`config.mk`:
```
export PLATFORM = sky130hd
export DESIGN_NAME = sal8_fin
export DESIGN_NICKNAME = d
export VERILOG_FILES = /design/src/hdl/sal8_pkg.sv /design/src/hdl/sal8_fin.sv
export SDC_FILE = /design/constraint.sdc
export NUM_CORES = 1
export LEC_CHECK = 0
export ABC_AREA = 1
export BUFFER_PORTS_ARGS = -buffer_cell sky130_fd_sc_hd__buf_2
export CORE_AREA = 2 2 607 609
export CTS_CLUSTER_SIZE = 16
export DETAILED_ROUTE_END_ITERATION = 8
export DIE_AREA = 0 0 609 611
export PLACE_DENSITY = 0.42
export SYNTH_ARGS = -nofsm -noshare
export SYNTH_HDL_FRONTEND = slang
export SYNTH_SLANG_ARGS = --single-unit
export TNS_END_PERCENT = 50
```
`constraint.sdc`:
```
create_clock -name clk -period 33 [get_ports clk]
set_input_delay 1.65 -clock clk [delete_from_list [all_inputs] [get_ports clk]]
set_output_delay 1.65 -clock clk [all_outputs]
set_load 0.005 [all_outputs]
```
`src/hdl/sal8_pkg.sv`:
```
// sal8_pkg: shared types, quarter-round word map and helpers for the Salsa20 core pipeline.
// Used by sal8_step, sal8_fin and salsa20_8_core_unit. No dependencies.
package sal8_pkg;

  localparam int WORDS      = 16;
  localparam int PAIRS      = 8;
  localparam int WORD_W     = 32;
  localparam int DEF_ROUNDS = 8;

  typedef logic [WORD_W-1:0] word_t;
  typedef logic [WORDS-1:0][WORD_W-1:0] block_t;
  typedef logic [3:0] idx_t;

  typedef struct packed {
    block_t w;
    block_t orig;
  } stage_t;

  localparam int unsigned ROT [4] = '{7, 9, 13, 18};

  localparam idx_t QR_IDX [2][4][4] = '{
    '{ '{4'd0,  4'd4,  4'd8,  4'd12}, '{4'd5,  4'd9,  4'd13, 4'd1},
       '{4'd10, 4'd14, 4'd2,  4'd6},  '{4'd15, 4'd3,  4'd7,  4'd11} },
    '{ '{4'd0,  4'd1,  4'd2,  4'd3},  '{4'd5,  4'd6,  4'd7,  4'd4},
       '{4'd10, 4'd11, 4'd8,  4'd9},  '{4'd15, 4'd12, 4'd13, 4'd14} }
  };

  function automatic word_t rotl(word_t v, int unsigned n);
    return (v << n) | (v >> (WORD_W - n));
  endfunction

endpackage

```
`src/hdl/sal8_fin.sv`:
```
// sal8_fin: final feed-forward stage, adds the original words back and holds the result.
// Depends on sal8_pkg.
module sal8_fin (
  input  logic             clk,
  input  logic             rst,
  input  logic             in_valid,
  output logic             in_ready,
  input  sal8_pkg::stage_t in_data,
  output logic             out_valid,
  input  logic             out_ready,
  output sal8_pkg::block_t out_data
);

  sal8_pkg::block_t sum_next;

  always_comb begin
    for (int i = 0; i < sal8_pkg::WORDS; i++) begin
      sum_next[i] = in_data.w[i] + in_data.orig[i];
    end
  end

  assign in_ready = !out_valid || out_ready;

  always_ff @(posedge clk) begin
    if (rst) begin
      out_valid <= 1'b0;
    end else if (in_ready) begin
      out_valid <= in_valid;
    end
  end

  always_ff @(posedge clk) begin
    if (in_ready && in_valid) begin
      out_data <= sum_next;
    end
  end

endmodule
```
==> summary.txt <==
Post-Synth Simple-Gate Area: 37.46%
Mux share of post-synthesis cell area: 0%
Crit path cell chain: buf_2 -> inv_1 -> a21oi_4 -> buf_4 -> buf_4 -> buf_4 -> buf_4
Pre-Repair DR Iteration Count: 6
Clk sinks: 513
Fin. Hold Viols: 0
#FFs+latches synth: 513
Tot GR Track Use: 15.28%
Crit share post-route: 13.82%
P per Cell Area: 40.89 nW/um2
Post-synth cell types: 19
CP Launch Type: input port
Synth Area in Compound Gates: 3.752%
Vias after detailed routing: 56430
Crit path kind: in -> reg
Layout Nets: 11560
Synth Area in XOR/XNOR: 4.266%
# H-tree levels: 3
TritonCTS clock tree: yes
Die width: 609 um
Overall Power: 2.830 mW
Final core occ: 18.96%
Vias in the first global route: 53700
Worst Setup Slack, final: 28.44 ns
Worst skew pair latency: 0.79 ns
Remaining DRCs: 0
Final wirelength: 297000 um
Worst path max stage delay: 0.72 ns
DP HPWL: 264200 um
Place WS: 27.48 ns
Core area: 365000 um2
Largest net degree at the start of global routing: 132
Layout cell share with drive strength beyond 1: 17.86%
Leak Pwr: 39.93 nW
Drt initial violations: 3579
Worst Tran Pin Value: 1.028 ns
Placer Congestion: 0.9390
Clk_skew: 0.04642 ns
Bufs on Longest Clock Path: 4
Num CTS Buffers: 85
Root buffer cell: clkbuf_16
Worst path arrival time: 4.96 ns
Highest clock rate: 219.2 MHz
Rows: 222
Io pins: 1542
Grt ovf: 0
Critical path endpoint category: flop
Die H: 611 um
Status: finished clean
HP Class: reg -> reg
PortBufs: 1541
Post-DRT Antenna Nets: 0
Yosys top cell area share: 29.25%
Post-synthesis adder-cell area fraction: 12.42%
Initial core utilization: 14.40%
Synth area leaders: edfxtp_1 (29%), nand2_1 (26%), inv_1 (13%), ha_1 (12%), nor2_1 (4.4%)
Full die area: 372100 um2
Final slew viol count: 0
Yosys warnings: 0
Critical Path RT: 33.40 ns
Clock slew at reported path FFs: 0.06 ns
Initial antenna violation count: 121
Area grow syn2layout: 31.70%
Setup tns final: 0 ns
Post_cts resized: 0
Avg WL per Cell: 19.89 um
Post-cts hold buffer count: 0
CP max FO: 46
Post-CTS Setup Bufs: 0
Cell count after synthesis: 8383
Max-Slew Margin vs Limit: 31.49%
RSZ-0062 raised after global routing: false
Syn_area_per_cell: 6.269 um2
Largest family of logic cells by synthesized area: simple AND/OR/NAND/NOR gates
First-pass GRT wire length: 401800 um
Fillers: 42460
Min Tclk post-route: 4.562 ns
Seq/Total Area, Yosys: 29.29%
Slowest cell on crit path: buf_4
Most common cell on crit path: buf_4
Dominant cell type by area after synthesis: edfxtp_1
Max-Cap Viols: 0
Via density: 3.778
Synthesized area: 52560 um2
CP Buf/Inv Count: 6
Max VDD drop: 0.03433 mV
Crit path max-delay family: buffers and inverters
Syn nets: 9923
Final setup viols: 0
## cell families after synthesis
kind of cell,Yosys count
xor gates and xnor gates,256
and+or+nand+nor,4938
AOI/OAI and AO/OA,370
buffers and inverters,1794
adders and majority gates,512
DFF,513
## layout by cell type, fill, tap and decap left out, types with 8 or more instances in the layout
master      Yosys  final
fa_1           16     16
nand4_1        61     61
xnor2_1        19     19
nand3_2        29     29
a21o_1         16     16
buf_4           0      8
ha_1          496    496
diode_2         0     33
o21bai_1       32     32
nand2_1      3664   3664
inv_6           0      8
clkbuf_16       0     86
clkinvlp_4      0      8
clkinv_2        0     15
inv_1        1794   1794
xor2_1        237    237
a21oi_1       322    321
nand2_2        84     84
nand3_1       390    390
buf_2           0   1541
edfxtp_1      512    512
clkinv_1        0     14
nor2_1        622    622
nor3_1         80     80
## power by group
group / total [mW] / leakage [nW] / internal (mW) / switching [mW]
sequential: 0.887 / 4.99 / 0.836 / 0.0508
combinational: 1.01 / 33.6 / 0.326 / 0.679
clock: 0.939 / 1.33 / 0.535 / 0.404
## worst paths after layout
kind | cells after the start | slack, ns | start | to
worst max-delay path | 7 | 28.44 | out_ready | out_data[22]
worst min-delay path | 2 | 0.56 | out_valid | out_valid
worst max register to register | 5 | 29.08 | out_valid | out_data[22]
worst min register to register | 2 | 0.56 | out_valid | out_valid
## metal layers
layer | share of wire [%] | wire [um] | vias up | track usage (%)
li1 | - | - | 28930 | -
met1 | 41 | 122300 | 25500 | 18.26
met2 | 48 | 144000 | 1594 | 26.59
met3 | 5.8 | 17090 | 374 | 2.873
met4 | 4.5 | 13420 | 34 | 6.554
met5 | 0.074 | 219 | - | 0
## synthesized netlist by cell type, drive strengths merged
library cell and number:
a21o 16, dfxtp 1, edfxtp 512, xnor2 19, or2 3, o21bai 32
nand4 61, ha 496, xor2 237, nor2 627, nand2 3748, a21oi 322
fa 16, inv 1794, nor3 80, nand3 419
## worst register-to-register path: cells and delay by family (launching register included)
family	cells	cell delay (ns)
compound gates	1	0.35
buf+inv	4	2.79
flops	1	0.34
## flip-flops by register name (all words and copies together) (netlist names)
register and flops:
out_data 512, out_valid 1
## through the flow
| stage | hold slack, ns | cells | cell area [um2] |
|---|---|---|---|
| 2_1_floorplan | 0.5067 | 8383 | 52560 |
| 3_3_place_gp | 0.5791 | 14750 | 66390 |
| 3_5_place_dp | 0.5643 | 14750 | 66390 |
| 4_1_cts | 0.5721 | 14900 | 69140 |
| 5_1_grt | 0.5873 | 14920 | 69190 |
| 6_report | 0.5553 | 14930 | 69220 |
## layout make-up
cell class | count | area (um2) | share of cell area (%)
clock buffer | 92 | 2175 | 3.142
inverter | 1794 | 6734 | 9.729
tap | 4816 | 6026 | 8.706
sequential | 513 | 15390 | 22.24
multi-input combinational | 6076 | 30440 | 43.98
timing repair buffer | 1550 | 7792 | 11.26
clock inverter | 60 | 574.3 | 0.8297
antenna | 33 | 82.58 | 0.1193
Power figures use the tool's default switching activity.
